[src/hw/rtl/spr_dma_pkg.sv]
`default_nettype none
// ---------------------------------------------------------------------------
// spr_dma_pkg
// shared types and constants of the sprite dma channel sequencer
// ---------------------------------------------------------------------------
package spr_dma_pkg;

   localparam int CHANNELS = 8;
   localparam int CH_IDX_W = (CHANNELS > 1) ? $clog2(CHANNELS) : 1;

   localparam logic [2:0] OP_PTR_HI = 3'd0;
   localparam logic [2:0] OP_PTR_LO = 3'd1;
   localparam logic [2:0] OP_FRAME  = 3'd2;
   localparam logic [2:0] OP_SLOT_A = 3'd3;
   localparam logic [2:0] OP_SLOT_B = 3'd4;

   localparam logic [31:0] PTR_STEP = 32'd2;

   // one channel's context
   typedef struct packed {
      logic [31:0] list_base;
      logic [31:0] fetch_ptr;
      logic        armed;
      logic        terminated;
      logic        ctrl_next;
      logic [8:0]  start_line;
      logic [8:0]  stop_line;
      logic [15:0] first_word;
   } chan_state_type;

   // update toward the channel file
   typedef struct packed {
      logic           wr;
      logic           frame;
      chan_state_type st;
   } chan_upd_type;

   // one result transfer
   typedef struct packed {
      logic        pair_valid;
      logic [15:0] word0;
      logic [15:0] word1;
      logic        is_control;
      logic        mem_read;
      logic [31:0] read_addr;
   } rsp_type;

endpackage
`default_nettype wire

[src/hw/rtl/sprite_dma_channel_sequencer.sv]
`default_nettype none
// ---------------------------------------------------------------------------
// sprite_dma_channel_sequencer
// eight-channel sprite dma sequencer: pointer writes, frame restart, a/b slots
// ---------------------------------------------------------------------------
// a request passes the input register, then the result register, before its result is offered
// one transfer per cycle without rsp_stall; context read and decode are combinational
// the channel context is updated at the same edge that registers the result
// reset: synchronous, clears both pipeline valid flags and all channel contexts
// (pointers, lines and first word to zero, control fetch pending)
module sprite_dma_channel_sequencer (
   input  wire         clock,
   input  wire         reset,
   // request channel
   input  wire         req_valid,
   output logic        req_stall,
   input  wire  [2:0]  req_operation,
   input  wire  [2:0]  req_channel,
   input  wire  [15:0] req_vpos,
   input  wire  [15:0] req_write_value,
   input  wire  [15:0] req_mem_word,
   // result channel
   output logic        rsp_valid,
   input  wire         rsp_stall,
   output logic        rsp_pair_valid,
   output logic [15:0] rsp_word0,
   output logic [15:0] rsp_word1,
   output logic        rsp_is_control,
   output logic        rsp_mem_read,
   output logic [31:0] rsp_read_addr
);
   import spr_dma_pkg::*;

   // input register
   logic        in_vld_ff, in_vld_in;
   logic [2:0]  in_op_ff;
   logic [2:0]  in_chan_ff;
   logic [15:0] in_vpos_ff;
   logic [15:0] in_wval_ff;
   logic [15:0] in_mword_ff;

   // result register
   logic        out_vld_ff, out_vld_in;
   rsp_type     out_ff, out_in;

   chan_state_type cur_state;
   chan_upd_type   upd;
   rsp_type        upd_rsp;
   logic           adv;
   logic           req_take;

   // the working item moves on when the result register is free or drains now
   assign adv       = in_vld_ff && (!out_vld_ff || !rsp_stall);
   assign req_stall = in_vld_ff && !adv;
   assign req_take  = req_valid && !req_stall;

   assign in_vld_in  = req_take || (in_vld_ff && !adv);
   assign out_vld_in = adv || (out_vld_ff && rsp_stall);
   assign out_in     = adv ? upd_rsp : out_ff;

   always_ff @(posedge clock) begin
      if (reset) begin
         in_vld_ff  <= 1'b0;
         out_vld_ff <= 1'b0;
      end else begin
         in_vld_ff  <= in_vld_in;
         out_vld_ff <= out_vld_in;
      end
   end

   // payload registers, no reset needed
   always_ff @(posedge clock) begin
      if (req_take) begin
         in_op_ff    <= req_operation;
         in_chan_ff  <= req_channel;
         in_vpos_ff  <= req_vpos;
         in_wval_ff  <= req_write_value;
         in_mword_ff <= req_mem_word;
      end
      out_ff <= out_in;
   end

   // per-channel context
   spr_dma_chan_file u_chan_file (
      .clock    (clock),
      .reset    (reset),
      .rd_idx   (in_chan_ff[CH_IDX_W-1:0]),
      .rd_state (cur_state),
      .upd_en   (adv),
      .upd      (upd)
   );

   // operation decode and slot decisions
   spr_dma_slot u_slot (
      .operation   (in_op_ff),
      .channel     (in_chan_ff),
      .vpos        (in_vpos_ff),
      .write_value (in_wval_ff),
      .mem_word    (in_mword_ff),
      .cur         (cur_state),
      .upd         (upd),
      .rsp         (upd_rsp)
   );

   assign rsp_valid      = out_vld_ff;
   assign rsp_pair_valid = out_ff.pair_valid;
   assign rsp_word0      = out_ff.word0;
   assign rsp_word1      = out_ff.word1;
   assign rsp_is_control = out_ff.is_control;
   assign rsp_mem_read   = out_ff.mem_read;
   assign rsp_read_addr  = out_ff.read_addr;

   // an accepted transfer is held in the input register next cycle
   a_take_holds: assert property (@(posedge clock) disable iff (reset)
      req_take |=> in_vld_ff)
      else $error("accepted transfer lost from input register");

   // a blocked item stays in the input register unchanged
   a_block_holds: assert property (@(posedge clock) disable iff (reset)
      (in_vld_ff && !adv) |=> (in_vld_ff && $stable(in_op_ff) && $stable(in_chan_ff)))
      else $error("blocked item changed");

   // without a memory read no address is reported
   a_no_addr: assert property (@(posedge clock) disable iff (reset)
      (rsp_valid && !rsp_mem_read) |-> (rsp_read_addr == 32'd0))
      else $error("read address without memory read");

   // a valid pair without a fetch only comes from an absent channel
   a_absent_pair: assert property (@(posedge clock) disable iff (reset)
      (rsp_valid && rsp_pair_valid && !rsp_mem_read)
         |-> (rsp_word0 == 16'd0 && rsp_word1 == 16'd0 && rsp_is_control))
      else $error("pair without fetch has payload");

endmodule
`default_nettype wire

[src/hw/rtl/spr_dma_chan_file.sv]
`default_nettype none
// ---------------------------------------------------------------------------
// spr_dma_chan_file
// per-channel context registers, one write port and a frame restart
// ---------------------------------------------------------------------------
module spr_dma_chan_file (
   input  wire                               clock,
   input  wire                               reset,
   input  wire  [spr_dma_pkg::CH_IDX_W-1:0]  rd_idx,
   output spr_dma_pkg::chan_state_type       rd_state,
   input  wire                               upd_en,
   input  spr_dma_pkg::chan_upd_type         upd
);
   import spr_dma_pkg::*;

   chan_state_type st_ff [CHANNELS];

   assign rd_state = st_ff[rd_idx];

   always_ff @(posedge clock) begin
      for (int i = 0; i < CHANNELS; i++) begin
         if (reset) begin
            st_ff[i] <= '{list_base: '0, fetch_ptr: '0, armed: 1'b0, terminated: 1'b0,
                          ctrl_next: 1'b1, start_line: '0, stop_line: '0,
                          first_word: '0};
         end else if (upd_en && upd.frame) begin
            // restart every channel from its base pointer
            st_ff[i].fetch_ptr  <= st_ff[i].list_base;
            st_ff[i].armed      <= 1'b0;
            st_ff[i].terminated <= 1'b0;
            st_ff[i].ctrl_next  <= 1'b1;
            st_ff[i].start_line <= '0;
            st_ff[i].stop_line  <= '0;
            st_ff[i].first_word <= '0;
         end else if (upd_en && upd.wr && (rd_idx == CH_IDX_W'(i))) begin
            st_ff[i] <= upd.st;
         end
      end
   end

endmodule
`default_nettype wire

[src/hw/rtl/spr_dma_slot.sv]
`default_nettype none
// ---------------------------------------------------------------------------
// spr_dma_slot
// decodes one operation against the addressed channel's context
// ---------------------------------------------------------------------------
module spr_dma_slot (
   input  wire  [2:0]                    operation,
   input  wire  [2:0]                    channel,
   input  wire  [15:0]                   vpos,
   input  wire  [15:0]                   write_value,
   input  wire  [15:0]                   mem_word,
   input  spr_dma_pkg::chan_state_type   cur,
   output spr_dma_pkg::chan_upd_type     upd,
   output spr_dma_pkg::rsp_type          rsp
);
   import spr_dma_pkg::*;

   logic chan_ok;
   logic skip;

   assign chan_ok = ({1'b0, channel} < 4'(CHANNELS));
   assign skip    = cur.terminated || (cur.armed && (vpos < {7'b0, cur.start_line}));

   always_comb begin
      upd     = '0;
      upd.st  = cur;
      rsp     = '0;
      unique case (operation)
         OP_PTR_HI, OP_PTR_LO: begin
            if (chan_ok) begin
               if (operation == OP_PTR_HI) begin
                  upd.st.list_base = {write_value, cur.list_base[15:0]};
               end else begin
                  upd.st.list_base = {cur.list_base[31:16], write_value};
               end
               upd.st.fetch_ptr  = upd.st.list_base;
               upd.st.armed      = 1'b0;
               upd.st.terminated = 1'b0;
               upd.st.ctrl_next  = 1'b1;
               upd.wr            = 1'b1;
            end
         end
         OP_FRAME: begin
            upd.frame = 1'b1;
         end
         OP_SLOT_A, OP_SLOT_B: begin
            if (!chan_ok) begin
               if (operation == OP_SLOT_B) begin
                  rsp.pair_valid = 1'b1;
                  rsp.is_control = 1'b1;
               end
            end else if (!skip) begin
               rsp.mem_read     = 1'b1;
               rsp.read_addr    = cur.fetch_ptr;
               upd.st.fetch_ptr = cur.fetch_ptr + PTR_STEP;
               upd.wr           = 1'b1;
               if (operation == OP_SLOT_A) begin
                  upd.st.ctrl_next  = !cur.armed || (vpos >= {7'b0, cur.stop_line});
                  upd.st.first_word = mem_word;
               end else begin
                  rsp.word0      = cur.first_word;
                  rsp.word1      = mem_word;
                  rsp.is_control = cur.ctrl_next;
                  rsp.pair_valid = 1'b1;
                  if (cur.ctrl_next) begin
                     if ((cur.first_word == 16'd0) && (mem_word == 16'd0)) begin
                        // end-of-list marker
                        upd.st.armed      = 1'b0;
                        upd.st.terminated = 1'b1;
                        upd.st.ctrl_next  = 1'b1;
                        rsp.pair_valid    = 1'b0;
                     end else begin
                        upd.st.start_line = {mem_word[2], cur.first_word[15:8]};
                        upd.st.stop_line  = {mem_word[1], mem_word[15:8]};
                        upd.st.armed      = 1'b1;
                     end
                  end
               end
            end
         end
         default: begin
         end
      endcase
   end

endmodule
`default_nettype wire

[config.mk]
export PLATFORM = sky130hd
export DESIGN_NAME = sprite_dma_channel_sequencer
export DESIGN_NICKNAME = d
export VERILOG_FILES = /design/src/hw/rtl/spr_dma_pkg.sv /design/src/hw/rtl/sprite_dma_channel_sequencer.sv /design/src/hw/rtl/spr_dma_chan_file.sv /design/src/hw/rtl/spr_dma_slot.sv
export SDC_FILE = /design/constraint.sdc
export NUM_CORES = 1
export LEC_CHECK = 0
export ABC_AREA = 1
export BUFFER_PORTS_ARGS = -buffer_cell sky130_fd_sc_hd__buf_2
export CORE_UTILIZATION = 50
export CTS_CLUSTER_DIAMETER = 30
export DETAILED_ROUTE_END_ITERATION = 16
export PLACE_DENSITY = 0.71
export SYNTH_ARGS = -nofsm -noshare
export SYNTH_HDL_FRONTEND = slang
export SYNTH_SLANG_ARGS = --single-unit
export TNS_END_PERCENT = 50
[constraint.sdc]
create_clock -name clock -period 12.05 [get_ports clock]
set_input_delay 2.41 -clock clock [delete_from_list [all_inputs] [get_ports clock]]
set_output_delay 2.41 -clock clock [all_outputs]
set_load 0.03 [all_outputs]
==> Word level (Yosys, flattened, before mapping) <==
Memories as Yosys holds them, arrays and structs flattened. A register that Yosys moved wholly into a read port is not among the register bits.
Cells that the tools add are included.
{ "word_totals": {"wordCells": 359, "output_inout_bits": 69, "memories": 1, "in_bits": 58, "regBits": 123, "mem_bits_rw": 808} }
{ "op_classes": {"n_lt_le_gt_ge": 2, "n_eq_ne": 11, "bitwise_logic": 121, "reduce_logical": 34, "addsub": 1, "muxes": 176} }
{ "memory_table": {"columns": ["name", "depth", "width", "read_ports", "rd_ports_with_merged_regs", "wr", "line_no", "source"], "rows": [
  ["u_chan_file.st_ff", 8, 101, 9, 1, 8, "spr_dma_chan_file.sv:16", "chan_state_type st_ff [CHANNELS];"]
]} }
{ "op_table": {"columns": ["op", "n"], "rows": [
  ["32-bit two-way mux", 26],
  ["9-bit two-way mux", 32],
  ["16-bit two-way mux", 17],
  ["1-bit bitwise OR", 120],
  ["1-bit two-way mux", 90],
  ["35-bit one-hot mux with 2 select lines", 1],
  ["69-bit two-way mux", 1],
  ["18-bit two-way mux", 2],
  ["34-bit two-way mux", 1],
  ["33-bit two-way mux", 1],
  ["32-bit by 2-bit adder with 32-bit output, second input constant", 1],
  ["16-bit zero test", 2],
  ["21-bit two-way mux", 1],
  ["16-bit by 9-bit >= comparator with 1-bit output", 1],
  ["1-bit logical AND", 16],
  ["16-bit by 9-bit < comparator with 1-bit output", 1],
  ["3-bit equality test, second input constant", 5],
  ["3-bit by 2-bit equality test with 1-bit output, second input constant", 4],
  ["3-bit by 1-bit equality test with 1-bit output, second input constant", 2],
  ["3-bit zero test", 2],
  ["2-bit OR reduction", 3],
  ["1-bit zero test", 5],
  ["1-bit logical OR", 5],
  ["2-bit two-way mux", 2],
  ["4 further kinds", 4]
]} }

==> Depth between registers and ports, before layout <==
Gate-level depths: netlist of the first run.
{ "logic_depth": {"word_depth": 12, "mapped_depth": 28, "depth_no_buf": 21} }

==> Hierarchy <==
From an unflattened synthesis of the first run, not the netlist that was laid out.
{ "unflattened": {"cells_unflattened": 5696, "area_unflattened_um2": 47488.0} }
{ "modules_own_cells": {"columns": ["module", "area_per_inst_um2", "seq_area_each_um2", "instances", "cells_each"], "rows": [
  ["spr_dma_chan_file", 39848.2, 24263.3, 1, 4726],
  ["spr_dma_slot", 3915.0, 0.0, 1, 837],
  ["sprite_dma_channel_sequencer", 3724.8, 3673.5, 1, 133]
]} }

==> Least setup slack after synthesis of the first run <==
OpenSTA, ideal clock, no wires.
{ "synth_timing": {"path_type": "input-to-reg", "startpoint": "input port rsp_stall", "endpoint": "memory u_chan_file.st_ff[2][0] (netlist bit), enable pin", "required_ns": 11.621, "t_arrival_ns": 6.783, "n_path_buf": 1, "stages": 6, "setup_time_ns": 0.429, "slack_ns": 4.838, "cell_sequence": "nand2_1 -> nand2_1 -> inv_2 -> buf_1 -> nand3_1 -> nand2_1"} }
{ "synth_lines": {"columns": ["element", "line_no", "source"], "rows": [
  ["start, declared", "sprite_dma_channel_sequencer.sv:24", "input wire rsp_stall,"],
  ["end, declared", "spr_dma_chan_file.sv:16", null]
]} }

==> metrics.md, run 1 <==
| Metric | Value |
|---|---|
| Clock-pin slew on the worst setup and hold paths | 0.05 ns |
| Max-Cap Viols | 0 |
| Fin util | 59.19% |
| Iteration-0 DRC Markers | 5101 |
| Number of synthesized flops with an enable pin | 929 |
| Max VDD drop | 0.0001426 V |
| Total CTS buffers | 185 |
| Share of layout cells above drive strength 1 | 11.63% |
| Hold path startpoint | in_vld_ff$_SDFF_PP0_ |
| Crit path max-delay family | simple AND/OR/NAND/NOR gates |
| Std cell rows | 110 |
| I/O Buffers | 126 |
| Area delta synth->final | 16.85% |
| Worst-Skew Late Latency | 0.79 ns |
| CTS Sinks | 934 |
| HP Class | flip-flop to flip-flop |
| Post-CTS Setup Inserts | 0 |
| Slew at the pin closest to its max-slew limit | 1.356 ns |
| Max Freq | 145.2 MHz |
| Finished layout cell area | 0.05344 sq mm |
| Routed Wire Length | 143200 um |
| WL/cell | 22.32 um |
| Post-Syn Nets | 5093 |
| Vias in the first global route | 35113 |
| GRT Overall Usage | 30.46% |
| Critical R2R Capture | u_chan_file.st_ff[3][10]$_SDFFCE_PN0P_ |
| DRC Markers | 0 |
| CP Max Fanout | 67 |
| Critical Path RT | 12.44 ns |
| Placement Setup Slack | 5.339 ns |
| Final Setup Violations | 0 |
| Max_slew headroom | 9.395% |
| Post-detailed-route via-to-cell ratio | 5.802 |
| Pins Over Slew Limit | 0 |
| CP Capture Type | flip-flop |
| Hold Vio Cnt, Final | 0 |
| Sequential share of the synthesized area | 61.22% |
| Fin nets | 5155 |
| Fraction of registers with async set/reset | 0% |
| Critical path type | flip-flop to flip-flop |
| Main synth FF type | edfxtp_1 |
| DP HPWL | 81470 um |
| Final Worst Setup Slack | 5.163 ns |
| Critical-path cell list | buf_4, inv_6, o21ai_0, o22ai_1, o21ai_1, ha_1, a21oi_1, nor2_1, a211oi_1, nand2_1, nand2_1, nand2_2, nand3_4, nand2_4, nand3_1, nand2_4, buf_4 |
| Final worst path period share | 57.15% |
| Starting density of the core | 50.66% |
| Number of nets with antenna violations after routing | 0 |
| Cell taking the most area after synthesis | edfxtp_1 |
| Largest net degree at the start of global routing | 193 |
| ANT cells | 0 |
| TNS Setup | 0 ns |
| Total gr overflow | 0 |
| Vias after detailed routing | 37211 |
| R2R depth | 17 |
| CTS tree | built |
| Worst Hold Path EP | rsp_valid$_SDFF_PP0_ |
| Cell area after placement | 0.04700 sq mm |
| PwrDens | 189.2 mW/mm^2 |
| Hold Buf Count CTS | 0 |
| Synth Instances | 5017 |
| RSZ-0062 raised after global routing | no |
| RD Place Congestion | 0.9176 |
| Hold path depth | 2 |
| Largest cells by area after synthesis | edfxtp_1 61%, nand2_1 12%, nor2_1 9.3% |
| Total Power | 10.11 mW |
| Minimum clock period | 6.887 ns |
| Synthesized cell area | 0.04574 sq mm |
| Die area | 0.09268 sq mm |
| Top cell type's share of synthesized area | 61.00% |
| Core area | 0.09029 sq mm |
| LEAKAGE | 22.20 nW |
| Clock skew | 0.05498 ns |
| IO Count | 127 |
| Slowest-stage cell, CP | dfxtp_4 |
| Seq cells post-synth | 934 |
| Worst EP arrival | 7.27 ns |
| First-pass GRT wire length | 210700 um |
| R2r setup slk | 5.16 ns |
| Pre-antenna DRT Iters | 6 |
| CP max stage delay | 0.79 ns |
| Syn. warnings | 0 |
| Status | finished clean |
| Yosys cell types | 46 |
| H-tree depth | 4 |
| Die X | 304.4 um |
| Die height | 304.4 um |
| Clock Tree Buf Depth | 3 |
| Clock root cell | clkbuf_16 |
| Initial antenna violation count | 5 |
| Post-CTS resize count | 0 |
| CP startpoint kind | flip-flop |
| Worst path buffer plus inverter count | 3 |
| Avg Cell Area, Syn | 9.116 sq um |
through the flow:
step / hold WS [ns] / std cells
after CTS: 0.4991 / 6413
after detailed placement: 0.4933 / 6068
after floorplan: 0.4658 / 5017
after global routing: 0.5273 / 6413
after global placement: 0.4850 / 6068
final: 0.4952 / 6413
synthesized netlist by cell type (2+ instances only):
cell type  count
a21boi_2       6
a21oi_1       23
a31oi_1       11
and2_1         2
buf_1         16
buf_2         99
buf_4         25
buf_6         22
clkbuf_1     144
dfxtp_1        5
edfxtp_1     929
ha_1          18
inv_1        265
inv_2         15
nand2_1     1500
nand2_2       11
nand2_4        2
nand3_1      151
nand3_2       26
nand3_4        2
nand4_1       14
nand4_2        8
nor2_1      1129
nor2_2        11
nor3_1         2
nor4_1         2
o211ai_1       5
o21a_1        10
o21ai_0      344
o21ai_1       64
o21ai_2       15
o221ai_1      57
o22ai_1       58
xor2_1        14
cells by family (layout without fill, tap and decap cells):
group / after synthesis / in the layout / synth area share (%)
xor gates and xnor gates: 15 / 15 / 0.2873
adders and majority gates: 18 / 18 / 0.4924
buffers and inverters: 587 / 807 / 5.655
and+or+nand+nor: 2866 / 2866 / 24.82
muxes: 1 / 1 / 0.02189
AOI/OAI and AO/OA: 596 / 596 / 7.504
DFF: 934 / 934 / 61.22
layout by cell type, fill, tap and decap left out, types with 26 or more instances in the layout:
cell,count
clkbuf_16,188
buf_2,126
o21ai_0,344
o221ai_1,57
inv_1,263
o22ai_1,58
buf_4,53
clkinv_1,31
nand3_1,151
bufinv_16,28
nand2_1,1484
clkinv_2,39
nor2_1,1121
edfxtp_1,929
o21ai_1,64
nand3_2,26
sequential cells by signal, summed over array words and instances, names as in the netlist, 3 cells and up, named ones only:
signal             count
u_chan_file.st_ff    808
rsp_read_addr         32
in_mword_ff           16
in_vpos_ff            16
in_wval_ff            16
rsp_word0             16
rsp_word1             16
in_chan_ff             3
in_op_ff               3
cell type report:
type / instances / area, sq um
fill: 7310 / 36850
timing repair buffer: 181 / 1069
tap: 1176 / 1471
sequential: 934 / 28010
inverter: 281 / 1076
clock inverter: 140 / 1669
multi-input combinational: 3496 / 15380
clock buffer: 205 / 4768
worst min-delay path, cell delays in order (launching register included):
cell	delay [ns]
dfxtp_1	0.30
inv_1	0.07
a21oi_1	0.07
power by group:
group          total (mW)  switching (mW)  leakage (nW)  internal [mW]
clock                5.21            1.75          3.11           3.45
combinational        1.11           0.864          9.53          0.245
sequential           3.79          0.0671          9.56           3.73
total                10.1            2.69          22.2           7.43
per-layer routing:
metal  vias to the layer above  track usage, %  part of all wire [%]
li1                      16797               -                     -
met1                     17546           39.89                    37
met2                      2433           47.63                    46
met3                       431           7.055                    13
met4                         4           15.29                   4.6
met5                         -               0                 0.020
worst max-delay path by stage:
| stage | endpoint | slack [ns] | cells past startpoint |
|---|---|---|---|
| 2_1_floorplan | u_chan_file.st_ff[2][0]$_SDFFCE_PN0P_ | 4.84 | 6 |
| 3_3_place_gp | u_chan_file.st_ff[3][17]$_SDFFCE_PN0P_ | 5.39 | 19 |
| 3_5_place_dp | u_chan_file.st_ff[3][33]$_SDFFCE_PN0P_ | 5.34 | 19 |
| 4_1_cts | u_chan_file.st_ff[3][33]$_SDFFCE_PN0P_ | 5.28 | 17 |
| 5_1_grt | u_chan_file.st_ff[3][33]$_SDFFCE_PN0P_ | 4.78 | 19 |
| 6_report | u_chan_file.st_ff[3][10]$_SDFFCE_PN0P_ | 5.16 | 17 |
Power figures use the tool's default switching activity.
==> run 2, diff against run 1 <==
--- a/config.mk
+++ b/config.mk
@@ -5,12 +5,12 @@
 export SDC_FILE = /design/constraint.sdc
 export NUM_CORES = 1
 export LEC_CHECK = 0
-export ABC_AREA = 1
+export ABC_AREA = 0
 export BUFFER_PORTS_ARGS = -buffer_cell sky130_fd_sc_hd__buf_2
 export CORE_UTILIZATION = 50
 export CTS_CLUSTER_DIAMETER = 30
 export DETAILED_ROUTE_END_ITERATION = 16
-export PLACE_DENSITY = 0.71
+export PLACE_DENSITY = 0.74
 export SYNTH_ARGS = -nofsm -noshare
 export SYNTH_HDL_FRONTEND = slang
 export SYNTH_SLANG_ARGS = --single-unit
==> constraint.sdc (replaced) <==
create_clock -name clock -period 5.5 [get_ports clock]
set_input_delay 1.1 -clock clock [delete_from_list [all_inputs] [get_ports clock]]
set_output_delay 1.1 -clock clock [all_outputs]
set_load 0.03 [all_outputs]
==> run 2 against run 1 <==
Against the previous run:
- maximum frequency rose by 37%
- clock power increased by 120%
- via count shrank 20%
- synthesized cell count down 40%
- sequential cell count did not move
- power is 110% higher
- combinational power up 80%
- sequential power grew 120%
- routed wire length fell by 5.8%
- register-to-register slack worse by 4.7 ns
- synthesized area fell by 6.5%
- highest routed layer unchanged
==> metrics.md, run 2 <==
| Metric | Value |
|---|---|
| Status | finished clean |
| Hold Vio Cnt, Final | 0 |
| Slew at the pin closest to its max-slew limit | 1.420 ns |
| CTS tree | built |
| CP Max Fanout | 39 |
| Std cell rows | 106 |
| Avg Cell Area, Syn | 14.21 sq um |
| Final worst path period share | 91.41% |
| M1 GR Usage | 39.52% |
| HP Class | flip-flop to flip-flop |
| Post-CTS resize count | 0 |
| Placed cells | 4190 |
| CP Capture Type | flip-flop |
| R2r setup slk | 0.47 ns |
| M2 GR Usage | 49.56% |
| TNS Setup | 0 ns |
| First-pass GRT wire length | 195300 um |
| Commonest non-fill, non-tap cell in the layout | edfxtp_1 |
| Synth Instances | 3009 |
| Cell area after placement | 0.04553 sq mm |
| Final Non-Filler Cells | 4516 |
| PwrDens | 417.4 mW/mm^2 |
| Number of nets with antenna violations after routing | 0 |
| I/O Buffers | 126 |
| WL/cell | 29.88 um |
| Yosys cell types | 80 |
| RD Place Congestion | 0.9879 |
| Multi-input logic area | 0.01387 sq mm |
| Vias after detailed routing | 29804 |
| Max VDD drop | 0.0003712 V |
| Total gr overflow | 0 |
| Post-detailed-route via-to-cell ratio | 6.600 |
| Seq cells post-synth | 934 |
| GRT met3 Usage | 8.981% |
| Worst EP arrival | 5.49 ns |
| Pre-antenna DRT Iters | 6 |
| Clock share of power | 52.1% |
| Cell with the most instances after synthesis | edfxtp_1 |
| Critical Path RT | 5.96 ns |
| Total Power | 21.61 mW |
| Main synth FF type | edfxtp_1 |
| Hold Buf Count CTS | 0 |
| Clock root cell | clkbuf_16 |
| Register share of total power | 38.6% |
| Most instantiated cells after synthesis | 929 x edfxtp_1, 643 x nor2_1, 230 x nand2_1, 175 x mux4_2, 154 x o21ai_0 |
| Post-CTS Setup Inserts | 0 |
| Clock skew | 0.03073 ns |
| CTS Sinks | 934 |
| Die X | 294.4 um |
| Fraction of registers with async set/reset | 0% |
| Clock Tree Buf Depth | 3 |
| DP HPWL | 78570 um |
| Die area | 0.08667 sq mm |
| Placement Setup Slack | 0.5985 ns |
| Vias in the first global route | 29694 |
| Pint | 16.21 mW |
| Fin util | 61.59% |
| Sequential share of the synthesized area | 65.50% |
| Number of fillers in the final layout | 6053 |
| Largest Register | u_chan_file.st_ff |
| Syn. warnings | 0 |
| CP startpoint kind | flip-flop |
| Fin nets | 3308 |
| Final Setup Violations | 0 |
| Initial antenna violation count | 3 |
| FF/Latch Area | 0.02801 sq mm |
| Core area | 0.08409 sq mm |
| Cell taking the most area after synthesis | edfxtp_1 |
| Max FFs per register | 808 |
| Die height | 294.4 um |
| Most frequent cells in the layout | 929 x edfxtp_1, 642 x nor2_1, 230 x nand2_1 |
| Hold_ws | 0.5048 ns |
| Minimum clock period | 5.028 ns |
| Sw Share | 25.02% |
| H-tree depth | 4 |
| Critical path type | flip-flop to flip-flop |
| Number of synthesized flops with an enable pin | 929 |
| Pins Over Slew Limit | 0 |
| Max Freq | 198.9 MHz |
| Routed Wire Length | 134900 um |
| Top cell type's share of synthesized area | 65.26% |
| IO Count | 127 |
| Iteration-0 DRC Markers | 4869 |
| Logic pwr share | 9.3% |
| Max-Cap Viols | 0 |
| Clock-pin slew on the worst setup and hold paths | 0.05 ns |
| Final Worst Setup Slack | 0.4724 ns |
| NetSw | 5.407 mW |
| Post-Syn Nets | 3085 |
| Starting density of the core | 50.84% |
| RSZ-0062 raised after global routing | no |
| Area delta synth->final | 21.15% |
| DRC Markers | 0 |
| Synthesized cell area | 0.04275 sq mm |
| ANT cells | 0 |
| GRT Overall Usage | 31.44% |
| LEAKAGE | 18.97 nW |
| Finished layout cell area | 0.05179 sq mm |
| Max_slew headroom | 4.996% |
| Largest net degree at the start of global routing | 90 |
| Share of layout cells above drive strength 1 | 23.95% |
| Total CTS buffers | 174 |
| Worst-Skew Late Latency | 0.78 ns |
| Largest cells by area after synthesis | edfxtp_1 65%, mux4_2 9.2%, nor2_1 5.6% |
| GR peak layer | met2 |
-- run 2: changes by cell type in the layout (fill, tap and decap cells not counted), moves of 54 or more --
cell	before	now
inv_1	263	19
a22o_1	0	122
nor2_1	1121	642
nand3_1	151	29
mux4_2	0	175
nand2_1	1484	230
mux2i_1	1	105
o21ai_0	344	145
o221ai_1	57	3
-- run 2: routing by layer --
metal | share of wire, % | routed length (um)
met1 | 34 | 45770
met5 | 0.021 | 28
met2 | 46 | 62490
met3 | 14 | 19190
met4 | 5.5 | 7451
-- run 2: critical path, cell delays in order, from the launching register on --
cell and delay, ns:
dfxtp_4 0.76, buf_4 0.54, mux4_2 0.39, mux2i_1 0.22, ha_1 0.15, and2_1 0.15
a311o_2 0.22, o211a_1 0.16, nor2_1 0.06, or3_1 0.50, buf_4 0.28, nor3_4 1.07
nand3_1 0.17
-- run 2: worst paths after layout --
path,cells after the start,start,endpoint
max,12,flip-flop,u_chan_file.st_ff[7][34]$_SDFFCE_PN1P_
min,2,in_vld_ff$_SDFF_PP0_,rsp_valid$_SDFF_PP0_
max reg2reg,12,flip-flop,u_chan_file.st_ff[7][34]$_SDFFCE_PN1P_
min reg2reg,2,in_vld_ff$_SDFF_PP0_,rsp_valid$_SDFF_PP0_
-- run 2: final cells by class --
cell class / instances / area share [%]
Sequential cell: 934 / 54.08
Multi-Input combinational cell: 1835 / 26.79
Clock buffer: 189 / 8.517
Inverter: 23 / 0.1691
Timing Repair Buffer: 264 / 4.161
Clock inverter: 137 / 3.540
Tap cell: 1134 / 2.740
-- run 2: kinds of logic after synthesis --
| family | Yosys count | share of synthesized area (%) |
|---|---|---|
| AO/OA/AOI/OAI | 459 | 7.265 |
| multiplexers | 329 | 13.88 |
| adder cells (fa/ha/maj) | 18 | 0.5269 |
| buffers and inverters | 240 | 2.740 |
| flip-flops | 934 | 65.50 |
| AND/OR/NAND/NOR | 1024 | 9.987 |
| XOR/XNOR | 5 | 0.1025 |
-- run 2: power by group through the flow --
stage	Clock [mW]	Combinational, mW	Sequential (mW)
5_1_grt	11.6	2.08	8.37
4_1_cts	11.3	1.95	8.35
6_report	11.3	2.00	8.35
3_3_place_gp	0	1.92	8.46
3_5_place_dp	0	1.93	8.47
2_1_floorplan	0	1.23	8.43
